## src/hdl/ordered_value_list_core_defines.svh

```systemverilog
// ============================================================================
// ordered_value_list_core_defines: assertion macros
// Concurrent assertion wrappers; they compile to nothing under SYNTHESIS.
// ============================================================================
`ifndef ORDERED_VALUE_LIST_CORE_DEFINES_SVH
`define ORDERED_VALUE_LIST_CORE_DEFINES_SVH

`ifndef SYNTHESIS
// Same-cycle implication, clocked on clk_i, off during reset.
`define OVL_ASSERT(label_, ante_, cons_, msg_) \
  label_: assert property (@(posedge clk_i) disable iff (!rst_ni) (ante_) |-> (cons_)) \
    else $error(msg_);
// Next-cycle implication, clocked on clk_i, off during reset.
`define OVL_ASSERT_NEXT(label_, ante_, cons_, msg_) \
  label_: assert property (@(posedge clk_i) disable iff (!rst_ni) (ante_) |=> (cons_)) \
    else $error(msg_);
`else
`define OVL_ASSERT(label_, ante_, cons_, msg_)
`define OVL_ASSERT_NEXT(label_, ante_, cons_, msg_)
`endif

`endif

```

## src/hdl/ovl_pkg.sv

```systemverilog
// ============================================================================
// ovl_pkg
// Shared types for the ordered value list: payloads, codes, control and
// status bundles between controller and datapath.
// ============================================================================
`timescale 1ns / 1ps

package ovl_pkg;

  localparam int unsigned DataW = 32;

  typedef enum logic [1:0] {
    CMD_INSERT  = 2'd0,
    CMD_DELETE  = 2'd1,
    CMD_MODIFY  = 2'd2,
    CMD_DISPLAY = 2'd3
  } ovl_cmd_e;

  typedef enum logic [2:0] {
    ST_DONE      = 3'd0,
    ST_EMPTY     = 3'd1,
    ST_NOT_FOUND = 3'd2,
    ST_FULL      = 3'd3,
    ST_ENTRY     = 3'd4
  } ovl_status_e;

  // Store write port source
  typedef enum logic [1:0] {
    WR_NONE   = 2'd0,
    WR_INSERT = 2'd1,
    WR_MODIFY = 2'd2,
    WR_SHIFT  = 2'd3
  } ovl_wr_sel_e;

  typedef enum logic [1:0] {
    CNT_HOLD = 2'd0,
    CNT_INC  = 2'd1,
    CNT_DEC  = 2'd2
  } ovl_cnt_op_e;

  typedef struct packed {
    logic [1:0]              cmd;
    logic signed [DataW-1:0] value;
    logic signed [DataW-1:0] new_value;
  } ovl_in_t;

  typedef struct packed {
    logic [2:0]              status;
    logic signed [DataW-1:0] entry_value;
    logic                    last;
  } ovl_out_t;

  // Controller -> datapath
  typedef struct packed {
    logic        in_ready;
    logic        start_scan;
    logic        advance;
    ovl_wr_sel_e wr_sel;
    ovl_cnt_op_e cnt_op;
    logic        res_load;
    ovl_status_e res_status;
    logic        res_last;
  } ovl_ctl_t;

  // Datapath -> controller
  typedef struct packed {
    ovl_cmd_e cmd;
    logic     empty;
    logic     full;
    logic     rd_valid;
    logic     match;
    logic     at_last;
    logic     out_free;
  } ovl_stat_t;

endpackage

```

## src/hdl/ovl_dp.sv

```systemverilog
// ============================================================================
// ovl_dp
// Datapath: value store, entry count, scan read pipeline, output register.
// ============================================================================
`timescale 1ns / 1ps

module ovl_dp import ovl_pkg::*; #(
  parameter int unsigned DEPTH = 32
) (
  input  logic      clk_i,
  input  logic      rst_ni,
  input  logic      in_accept_i,
  input  ovl_in_t   in_item_i,
  input  ovl_ctl_t  ctl_i,
  input  logic      out_stall_i,
  output ovl_stat_t stat_o,
  output logic      out_valid_o,
  output ovl_out_t  out_item_o
);

  localparam int unsigned AW = (DEPTH > 1) ? $clog2(DEPTH) : 1;
  localparam int unsigned CW = $clog2(DEPTH + 1);

  logic signed [DataW-1:0] store_q [DEPTH];

  ovl_cmd_e                cmd_q;
  logic signed [DataW-1:0] value_q;
  logic signed [DataW-1:0] new_value_q;
  logic [CW-1:0]           count_q;
  logic [CW-1:0]           idx_q;
  logic                    rd_valid_q;
  logic [AW-1:0]           rd_pos_q;
  logic signed [DataW-1:0] rdata_q;
  logic                    out_valid_q;
  ovl_out_t                out_q;

  logic                    issue;
  logic                    wr_en;
  logic [AW-1:0]           wr_addr;
  logic signed [DataW-1:0] wr_data;
  logic [CW-1:0]           last_pos;
  logic                    out_free;

  assign issue    = ctl_i.advance && (idx_q < count_q);
  assign last_pos = CW'(count_q - CW'(1));
  assign out_free = !out_valid_q || !out_stall_i;

  always_comb begin
    wr_en   = 1'b1;
    wr_addr = rd_pos_q;
    wr_data = rdata_q;
    case (ctl_i.wr_sel)
      WR_INSERT: begin
        wr_addr = count_q[AW-1:0];
        wr_data = value_q;
      end
      WR_MODIFY: begin
        wr_addr = rd_pos_q;
        wr_data = new_value_q;
      end
      WR_SHIFT: begin
        // entry moves down one address
        wr_addr = AW'(rd_pos_q - AW'(1));
        wr_data = rdata_q;
      end
      default: wr_en = 1'b0;
    endcase
  end

  // Store: one write, one registered read per cycle
  always_ff @(posedge clk_i) begin
    if (wr_en) begin
      store_q[wr_addr] <= wr_data;
    end
    if (issue) begin
      rdata_q <= store_q[idx_q[AW-1:0]];
    end
  end

  // Item fields and read position
  always_ff @(posedge clk_i) begin
    if (in_accept_i) begin
      cmd_q       <= ovl_cmd_e'(in_item_i.cmd);
      value_q     <= in_item_i.value;
      new_value_q <= in_item_i.new_value;
    end
    if (ctl_i.advance) begin
      rd_pos_q <= idx_q[AW-1:0];
    end
    if (ctl_i.res_load) begin
      out_q.status      <= ctl_i.res_status;
      out_q.entry_value <= (ctl_i.res_status == ST_ENTRY) ? rdata_q : '0;
      out_q.last        <= ctl_i.res_last;
    end
  end

  always_ff @(posedge clk_i or negedge rst_ni) begin
    if (!rst_ni) begin
      count_q     <= '0;
      idx_q       <= '0;
      rd_valid_q  <= 1'b0;
      out_valid_q <= 1'b0;
    end else begin
      case (ctl_i.cnt_op)
        CNT_INC: count_q <= CW'(count_q + CW'(1));
        CNT_DEC: count_q <= CW'(count_q - CW'(1));
        default: count_q <= count_q;
      endcase

      if (ctl_i.start_scan) begin
        idx_q      <= '0;
        rd_valid_q <= 1'b0;
      end else if (ctl_i.advance) begin
        if (issue) begin
          idx_q <= CW'(idx_q + CW'(1));
        end
        rd_valid_q <= issue;
      end

      if (ctl_i.res_load) begin
        out_valid_q <= 1'b1;
      end else if (!out_stall_i) begin
        out_valid_q <= 1'b0;
      end
    end
  end

  assign stat_o.cmd      = cmd_q;
  assign stat_o.empty    = (count_q == '0);
  assign stat_o.full     = (count_q == CW'(DEPTH));
  assign stat_o.rd_valid = rd_valid_q;
  assign stat_o.match    = (rdata_q == value_q);
  assign stat_o.at_last  = (CW'(rd_pos_q) == last_pos);
  assign stat_o.out_free = out_free;

  assign out_valid_o = out_valid_q;
  assign out_item_o  = out_q;

endmodule

```

## src/hdl/ovl_ctrl.sv

```systemverilog
// ============================================================================
// ovl_ctrl
// Command sequencer: decode, scan, shift-down and result issue.
// ============================================================================
`timescale 1ns / 1ps

module ovl_ctrl import ovl_pkg::*; (
  input  logic      clk_i,
  input  logic      rst_ni,
  input  logic      in_accept_i,
  input  ovl_stat_t stat_i,
  output ovl_ctl_t  ctl_o
);

  typedef enum logic [1:0] {
    S_IDLE   = 2'd0,
    S_DECODE = 2'd1,
    S_SCAN   = 2'd2,
    S_SHIFT  = 2'd3
  } state_e;

  state_e   state_q, state_d;
  ovl_ctl_t ctl;
  logic     step;

  // pipeline moves unless a read result waits on a full output slot
  assign step = !stat_i.rd_valid || stat_i.out_free;

  always_comb begin
    state_d        = state_q;
    ctl            = '0;
    ctl.wr_sel     = WR_NONE;
    ctl.cnt_op     = CNT_HOLD;
    ctl.res_status = ST_DONE;
    case (state_q)
      S_IDLE: begin
        ctl.in_ready = stat_i.out_free;
        if (in_accept_i) begin
          state_d = S_DECODE;
        end
      end
      S_DECODE: begin
        if (stat_i.out_free) begin
          if (stat_i.cmd == CMD_INSERT) begin
            ctl.res_load = 1'b1;
            ctl.res_last = 1'b1;
            if (stat_i.full) begin
              ctl.res_status = ST_FULL;
            end else begin
              ctl.wr_sel = WR_INSERT;
              ctl.cnt_op = CNT_INC;
            end
            state_d = S_IDLE;
          end else if (stat_i.empty) begin
            ctl.res_load   = 1'b1;
            ctl.res_last   = 1'b1;
            ctl.res_status = ST_EMPTY;
            state_d        = S_IDLE;
          end else begin
            ctl.start_scan = 1'b1;
            state_d        = S_SCAN;
          end
        end
      end
      S_SCAN: begin
        ctl.advance = step;
        if (stat_i.rd_valid && step) begin
          case (stat_i.cmd)
            CMD_DISPLAY: begin
              ctl.res_load   = 1'b1;
              ctl.res_status = ST_ENTRY;
              ctl.res_last   = stat_i.at_last;
              if (stat_i.at_last) begin
                state_d = S_IDLE;
              end
            end
            CMD_DELETE: begin
              if (stat_i.match) begin
                state_d = S_SHIFT;
              end else if (stat_i.at_last) begin
                ctl.res_load   = 1'b1;
                ctl.res_last   = 1'b1;
                ctl.res_status = ST_NOT_FOUND;
                state_d        = S_IDLE;
              end
            end
            CMD_MODIFY: begin
              ctl.res_load = 1'b1;
              ctl.res_last = 1'b1;
              if (stat_i.match) begin
                ctl.wr_sel = WR_MODIFY;
                state_d    = S_IDLE;
              end else if (stat_i.at_last) begin
                ctl.res_status = ST_NOT_FOUND;
                state_d        = S_IDLE;
              end else begin
                ctl.res_load = 1'b0;
              end
            end
            default: state_d = S_IDLE;
          endcase
        end
      end
      S_SHIFT: begin
        if (stat_i.rd_valid) begin
          ctl.advance = 1'b1;
          ctl.wr_sel  = WR_SHIFT;
        end else if (stat_i.out_free) begin
          ctl.cnt_op   = CNT_DEC;
          ctl.res_load = 1'b1;
          ctl.res_last = 1'b1;
          state_d      = S_IDLE;
        end
      end
      default: state_d = S_IDLE;
    endcase
  end

  always_ff @(posedge clk_i or negedge rst_ni) begin
    if (!rst_ni) begin
      state_q <= S_IDLE;
    end else begin
      state_q <= state_d;
    end
  end

  assign ctl_o = ctl;

endmodule

```

## src/hdl/ordered_value_list_core.sv

```systemverilog
// ============================================================================
// ordered_value_list_core
// Ordered list of up to DEPTH signed 32-bit values with insert, delete,
// modify and display commands.
// ============================================================================
// Each input item carries a command. Insert appends at the tail (status full
// when DEPTH entries are held), delete removes the first equal entry and
// closes the gap, modify overwrites the first equal entry, and display
// streams every entry oldest first with last set on the final one. One item
// is worked on at a time. Insert and the empty-list answers are given from
// the decode state. Delete, modify and display walk the store through its
// single read port, one entry per cycle while the output is not stalled;
// delete overlaps the shift-down of later entries with that same walk. A
// new item is taken once the previous one is finished and the output
// register is free or being drained. The store holds no reset value: only
// entries below the entry count are ever read.
// ============================================================================
`timescale 1ns / 1ps
`include "ordered_value_list_core_defines.svh"

module ordered_value_list_core import ovl_pkg::*; #(
  parameter int unsigned DEPTH = 32
) (
  input  logic     clk_i,
  input  logic     rst_ni,
  // item input
  input  logic     in_valid_i,
  output logic     in_stall_o,
  input  ovl_in_t  in_item_i,
  // result output
  output logic     out_valid_o,
  input  logic     out_stall_i,
  output ovl_out_t out_item_o
);

  ovl_ctl_t  ctl;
  ovl_stat_t stat;
  logic      in_accept;

  // ready only in idle with room for the next result
  assign in_stall_o = !ctl.in_ready;
  assign in_accept  = in_valid_i && ctl.in_ready;

  ovl_ctrl u_ctrl (
    .clk_i       (clk_i),
    .rst_ni      (rst_ni),
    .in_accept_i (in_accept),
    .stat_i      (stat),
    .ctl_o       (ctl)
  );

  ovl_dp #(
    .DEPTH (DEPTH)
  ) u_dp (
    .clk_i       (clk_i),
    .rst_ni      (rst_ni),
    .in_accept_i (in_accept),
    .in_item_i   (in_item_i),
    .ctl_i       (ctl),
    .out_stall_i (out_stall_i),
    .stat_o      (stat),
    .out_valid_o (out_valid_o),
    .out_item_o  (out_item_o)
  );

  // A result must never overwrite one still waiting on the output.
  `OVL_ASSERT(a_res_slot_free, ctl.res_load, stat.out_free, "result loaded into busy output")
  // Insert never grows a full list; delete never shrinks an empty one.
  `OVL_ASSERT(a_no_overfill, ctl.cnt_op == CNT_INC, !stat.full, "count grew past DEPTH")
  `OVL_ASSERT(a_no_underflow, ctl.cnt_op == CNT_DEC, stat.empty == 1'b0, "count dropped below 0")
  // In the cycle after taking an item the block is not ready.
  `OVL_ASSERT_NEXT(a_busy_after_accept, in_accept, !ctl.in_ready, "ready right after accept")

endmodule
```

## config.mk

```make
export PLATFORM = sky130hd
export DESIGN_NAME = ordered_value_list_core
export DESIGN_NICKNAME = d
export VERILOG_FILES = /design/src/hdl/ovl_pkg.sv /design/src/hdl/ovl_dp.sv /design/src/hdl/ovl_ctrl.sv /design/src/hdl/ordered_value_list_core.sv
export VERILOG_INCLUDE_DIRS = /design/src /design/src/hdl
export SDC_FILE = /design/constraint.sdc
export NUM_CORES = 1
export LEC_CHECK = 0
export BUFFER_PORTS_ARGS = -buffer_cell sky130_fd_sc_hd__clkbuf_2
export CORE_MARGIN = 2
export CORE_UTILIZATION = 52
export CTS_CLUSTER_SIZE = 40
export DETAILED_ROUTE_END_ITERATION = 10
export PLACE_DENSITY_LB_ADDON = 0.05
export SLEW_MARGIN = 0
export SYNTH_ARGS = -nofsm -noshare
export SYNTH_HDL_FRONTEND = slang
export SYNTH_SLANG_ARGS = --single-unit
```

## constraint.sdc

```tcl
create_clock -name clk_i -period 4.6 [get_ports clk_i]
set_input_delay 0.23 -clock clk_i [delete_from_list [all_inputs] [get_ports clk_i]]
set_output_delay 0.23 -clock clk_i [all_outputs]
set_load 0.01 [all_outputs]
```

======== Yosys cells after proc, flatten, opt, wreduce, memory -nomap -nowiden ========
Memory sizes are Yosys's and may differ from the RTL's. A register that Yosys moved wholly into a read port is not among the register bits.
Index checks and enable logic that the tools add are counted.
storage, ports and cells
  bits in registers ....................... 123
  bits in writable memories ............... 1024
  output and inout bits ................... 38
  word-level logic and storage cells ...... 114
  memories kept ........................... 1
cells by class
  add/subtract/negate cells ............... 4
  magnitude comparators ................... 1
  equality and inequality tests ........... 21
  mux-type cells .......................... 57
  reduce and logical (&&, ||, !) cells .... 18
memory list
  name          words  width  read ports  clocked after Yosys merged registers in  wr ports  line          text
  u_dp.store_q  32     32     1           1                                        1         ovl_dp.sv:24  logic signed [DataW-1:0] store_q [DEPTH];
operators with widths
  operator                                                                 number
  32-bit case mux with 2 select lines                                      1
  32-bit == test                                                           1
  2-bit 2-to-1 mux                                                         15
  5-bit 2-to-1 mux                                                         5
  6-bit 2-to-1 mux                                                         3
  1-bit 2-to-1 mux                                                         15
  3-bit 2-to-1 mux                                                         5
  5-bit case mux with 3 select lines                                       1
  2-bit == test, second input constant                                     7
  6-bit by 1-bit adder with 6-bit output, second input constant            2
  2-bit case mux with 3 select lines                                       2
  6-bit case mux with 2 select lines                                       1
  5-bit case mux with 2 select lines                                       1
  9-bit 2-to-1 mux                                                         1
  2-bit by 1-bit == test with 1-bit output, second input constant          4
  2-bit by 1-bit inequality test with 1-bit output, second input constant  4
  2-bit case mux with 4 select lines                                       1
  5-bit by 6-bit == test with 1-bit output                                 1
  6-bit == test, second input constant                                     1
  6-bit logical NOT                                                        1
  6-bit < comparator                                                       1
  1-bit case mux with 3 select lines                                       2
  3-bit case mux with 2 select lines                                       1
  2-bit nonzero test                                                       3
  14 further kinds                                                         22

======== Longest topological paths before layout ========
  word-level depth ........................ 11
  mapped depth ............................ 16

======== Cells and area by module ========
A second synthesis with hierarchy kept.
unflattened totals
  cells, all modules ...................... 2469
  area, all modules ....................... 46409.5 um^2
modules (own cells, without submodules)
  module                   times used  cells an instance  area an instance (um^2)  sequential area each (um^2)
  ovl_dp                   1           2401               45936.6                  35273.8
  ovl_ctrl                 1           66                 462.9                    50.0
  ordered_value_list_core  1           2                  10.0                     0.0

======== Worst setup path before layout ========
Ideal clock, no wire load.
  path type ............................... register to register
  start point ............................. register u_dp.count_q[0]
  end point ............................... memory u_dp.store_q[18][0], enable pin
  setup time .............................. 421 ps
  arrival ................................. 4412 ps
  data required time ...................... 4179 ps
  path slack .............................. -233 ps
  cell stages (with the launch flop) ...... 17
  buffers on the path ..................... 3
  period minus slack after synthesis ...... 4833 ps
  path through ............................ dfrtp_1 buf_2 inv_1 ha_1 nor4b_2 a2111oi_4 inv_2 a21oi_4 buf_6 ha_1 clkbuf_1 nand2_1 o2bb2ai_1 o2111ai_1 o31ai_1 nand3_1 nor2_1
between the ends
  longest elaborated chain between the ends .. 10
  elaborated cells on any way between the ends .. 13
  those cells by class .................... eq/ne: 4; mux: 8; reduce/logical: 1
ends and longest elaborated chain
  what                                                                       line            text
  from (decl)                                                                ovl_dp.sv:29    logic [CW-1:0] count_q;
  from (signal assigned)                                                     ovl_dp.sv:105   CNT_INC: count_q <= CW'(count_q + CW'(1));
  from (signal assigned)                                                     ovl_dp.sv:106   CNT_DEC: count_q <= CW'(count_q - CW'(1));
  from (signal assigned)                                                     ovl_dp.sv:107   default: count_q <= count_q;
  6-bit == test                                                              ovl_dp.sv:130   assign stat_o.full = (count_q == CW'(DEPTH));
  3-bit 2-to-1 mux                                                           ovl_ctrl.sv:47  if (stat_i.full) begin
  3-bit 2-to-1 mux                                                           ovl_ctrl.sv:44  if (stat_i.cmd == CMD_INSERT) begin
  9-bit 2-to-1 mux                                                           ovl_ctrl.sv:43  if (stat_i.out_free) begin
  2-bit case mux with 3 select lines                                         ovl_ctrl.sv:35  case (state_q)
  2-bit == test or 2-bit by 1-bit == test with 1-bit output (tied branches)  ovl_dp.sv:52    case (ctl_i.wr_sel)
  3-bit OR reduction (no source line)                                        -
  1-bit 2-to-1 mux                                                           ovl_dp.sv:52
  1-bit 2-to-1 mux                                                           ovl_dp.sv:72    if (wr_en) begin
  1-bit 2-to-1 mux (not written as such)                                     ovl_dp.sv:73    store_q[wr_addr] <= wr_data;
  to (decl)                                                                  ovl_dp.sv:24
Several ways; a longest one is shown, not always the timed one.

======== Worst setup path after layout ========
  start point ............................. register u_dp.rdata_q[0], read port of u_dp.store_q
  end point ............................... memory u_dp.store_q[14][5], enable pin
between the ends
  longest elaborated chain between the ends .. 10
  elaborated cells on any way between the ends .. 13
  those cells by class .................... eq/ne: 4; mux: 8; reduce/logical: 1
ends and longest elaborated chain
  what                                                                       line            text
  from (decl)                                                                ovl_dp.sv:33    logic signed [DataW-1:0] rdata_q;
  32-bit == test (*)                                                         ovl_dp.sv:132   assign stat_o.match = (rdata_q == value_q);
  2-bit 2-to-1 mux (*)                                                       ovl_ctrl.sv:90  if (stat_i.match) begin
  2-bit 2-to-1 mux (*)                                                       ovl_ctrl.sv:68  case (stat_i.cmd)
  2-bit 2-to-1 mux (*)                                                       ovl_ctrl.sv:67  if (stat_i.rd_valid && step) begin
  2-bit case mux with 3 select lines (*)                                     ovl_ctrl.sv:35
  2-bit == test or 2-bit by 1-bit == test with 1-bit output (tied branches)  ovl_dp.sv:52
  3-bit OR reduction (no source line)                                        -
  1-bit 2-to-1 mux                                                           ovl_dp.sv:52
  1-bit 2-to-1 mux                                                           ovl_dp.sv:72
  1-bit 2-to-1 mux (not written as such)                                     ovl_dp.sv:73
Every way passes the cells marked *; elsewhere a longest branch is shown, timed or not.

==> results.md <==
* Antenna Nets Post-Route at 0
* IR drop worst, VDD at 465 uV
* Worst skew pair latency at just over 700 ps
* Worst EP required at 4990 ps
* Post-synthesis register bit count at 1,179
* Setup-failing EPs final at 0
* Clk Tree Root Cell: clkbuf_16
* Final hold slack at 60.5 ps
* Num CTS Buffers at 116
* Residual DRC at 0
* RePlAce Congestion at 0.845
* Layout Area Growth over Synthesis at 18.6%
* Combinational share of power at 20.6%
* Nets at approximately 2,500
* Final TNS setup at 0 ps
* Post-detail-place hpwl at around 70,000 um
* Post-Synth Adder-Cell Area at 0.487%
* Max cap viols at 0
* Layout cells sized above 1 at 34.4%
* CP arrival at 4820 ps
* Die Span Y at 302 um
* Wire per inst at 32.0 um
* Peak Freq at 0.226 GHz
* Worst-Margin Slew at 1120 ps
* Slew Limit Fails at 0
* CTS max path bufs at 3
* CP Launch Point: u_dp.rdata_q[0]
* Post-Synth Simple-Gate Area at 2.19%
* Internal Power at 20.7 mW
* Die area at 0.0913 sq mm
* Drt total wl at 118,000 um
* Seq pwr share at 47.1%
* Setup crit start kind: flip-flop
* Post-synth top flop: edfxtp_1
* RSZ-0062 raised after global routing: no
* Num Clock Sinks at 1,179
* Clock Pin Slew Worst Setup and Hold Paths at 60 ps
* Core ar. at 0.0882 sq mm
* Pre-Repair DR Iteration Count at 5
* Via-per-instance ratio at 6.16
* Mapped Cells at a little over 2,000
* Period minus WS final at ~4400 ps
* TritonCTS clock tree: done
* CP Class: reg -> reg
* NetSw at roughly 7.6 mW
* Synth Area in XOR/XNOR at 0.910%
* Power Density at 516 mW/mm^2
* Initial Util at roughly 52%
* Syn. warnings at 0
* Largest net degree at the start of global routing at 83
* Total power at 28.3 mW
* Hold Crit Class: in -> async
* Sequential share of the synthesized area at 76.4%
* H-tree levels at 3
* Largest family of logic cells by synthesized area: multiplexers
* CP Capture Type: flip-flop
* Commonest cells after routing, fill and taps aside: edfxtp_1, mux4_2, clkbuf_16
* Worst R2R Start: u_dp.rdata_q[0]
* # rows at about 110
* Synthesized net count at around 2,200
* Leakage power at 17.3 nW
* Syn avg cell area at about 22 sq um
* Syn Std Cell Area at approximately 0.046 sq mm
* Post-synthesis mux area share at 16.5%
* Max-slew headroom at 25.0%
* Count of different cell masters after synthesis at 69
* Crit Path Max Fanout at 6
* Iter 0 DRT Violations at 2,380
* Final Cycle Share at 96.2%
* Ys async rst share at 1.36%
* I/O pin count at 108
* First-pass GRT wire length at 168,000 um
* Leading cell type in the layout, fill and taps excluded: edfxtp_1
* Clock share of power at 32.3%
* Status: completed
* Via count of the first global-routing pass at 23,188
* Gr usage total at 26.4%
* Compound-Gate Fraction of Synth Area at about 2.2%
* # port buffers at ~110
* Final Skew at 29.0 ps
* Switch share at 26.8%
* Final Hold Viols at 0
* Initial antenna violation count at 2
* GR Overflow Total at 0
* Number of synthesized flops with an enable pin at approximately 1,200
* Die width at 302 um
* Vias after detailed routing at 22,755
-- sequential cells by signal (all words and copies together) (netlist names) --
name,flops
u_dp.rd_valid_q,1
u_dp.count_q,6
u_ctrl.state_q,2
u_dp.cmd_q,2
u_dp.rd_pos_q,5
u_dp.out_item_o,36
u_dp.out_valid_o,1
u_dp.value_q,32
u_dp.idx_q,6
u_dp.new_value_q,32
u_dp.store_q,1024
u_dp.rdata_q,32
-- power by group through the flow --
| stage | Sequential (mW) | Combinational, mW | Clock [mW] |
|---|---|---|---|
| after floorplan | 13.4 | 3.64 | 0 |
| after global placement | 13.5 | 5.72 | 0 |
| after detailed placement | 13.5 | 5.80 | 0 |
| after CTS | 13.3 | 5.88 | 9.31 |
| after global routing | 13.3 | 6.21 | 9.73 |
| final | 13.3 | 5.82 | 9.14 |
-- worst paths after layout --
| path | endpoint | cells after the start | slack, ps |
|---|---|---|---|
| worst min-delay path | u_dp.count_q[1] | 2 | 60 |
| worst max register to register | u_dp.store_q[14][5] | 18 | 170 |
| max in group asynchronous | u_dp.idx_q[0] | 2 | 4180 |
| worst max-delay path | u_dp.store_q[14][5] | 18 | 170 |
| min in group clk_i | u_ctrl.state_q[1] | 6 | 70 |
| worst min register to register | u_ctrl.state_q[1] | 2 | 600 |
-- what timing repair did --
item / 4_1_cts / 5_1_grt
gates resized for setup: 7 / 9
gates cloned: 0 / 3
pin swaps: 1 / 6
buffers inserted: 0 / 2
endpoints found under the setup margin: 1856 / 1022
hold buffers: 67 / 0
hold endpoints to repair: 82 / 0
-- synthesized netlist by cell type, drive strengths merged (16+ instances only) --
cell type / n / area share, %
o21ai: 43 / 0.47
nand2: 64 / 0.52
xnor2: 44 / 0.83
clkbuf: 65 / 0.53
a22oi: 36 / 0.63
edfxtp: 1163 / 76
mux4: 320 / 16
inv: 20 / 0.16
and2: 35 / 0.47
nor2: 50 / 0.41
dfrtp: 16 / 0.87
ha: 18 / 0.49
mux2: 34 / 0.83
buf: 43 / 0.58
-- layer usage --
layer | part of all wire [%] | GRT usage [%]
met2 | 49 | 41.9
met3 | 6.2 | 3.98
met4 | 2.9 | 7.72
met5 | 0 | 0
met1 | 42 | 38.7
-- through the flow --
stage	area (sq um)	instances	worst slack, ps	util (%)
2_1_floorplan	46300	2067	-233	-
3_3_place_gp	50300	3412	-643	57.0
3_5_place_dp	50300	3412	-608	57.0
4_1_cts	54700	3689	0.130	61.9
5_1_grt	54800	3694	33.6	62.1
6_report	54800	3695	175	62.1
-- cell type report --
class                           instances  area, sq um
Sequential cell                      1179        35300
Timing Repair Buffer                  360         3600
Tap cell                             1165         1460
Antenna cell                            1         2.50
Fill cell                            6056        33400
Clock inverter                         68          583
Clock buffer                          142         3060
Inverter                               20         75.1
Multi-Input combinational cell        760        10700
-- critical path, stage by stage, from the launching register on --
cell and delay, ps:
edfxtp_1 530, xnor2_4 390, nand4_1 380, nor4_4 330, nand2_2 140, buf_4 170
nor3_4 180, o21a_1 160, ha_1 230, nor2b_1 220, buf_4 150, o2bb2ai_1 100
o2111ai_1 140, o31ai_1 140, nand3_1 160, buf_4 210, nor2_4 110, buf_12 150
clkbuf_16 180
-- cells by family after synthesis --
group	Yosys count
AOI/OAI and AO/OA	138
buffers and inverters	128
DFF	1179
xor gates and xnor gates	48
adders and majority gates	18
muxes	355
and+or+nand+nor	201
Note: power is estimated with default switching activity, not from simulation.
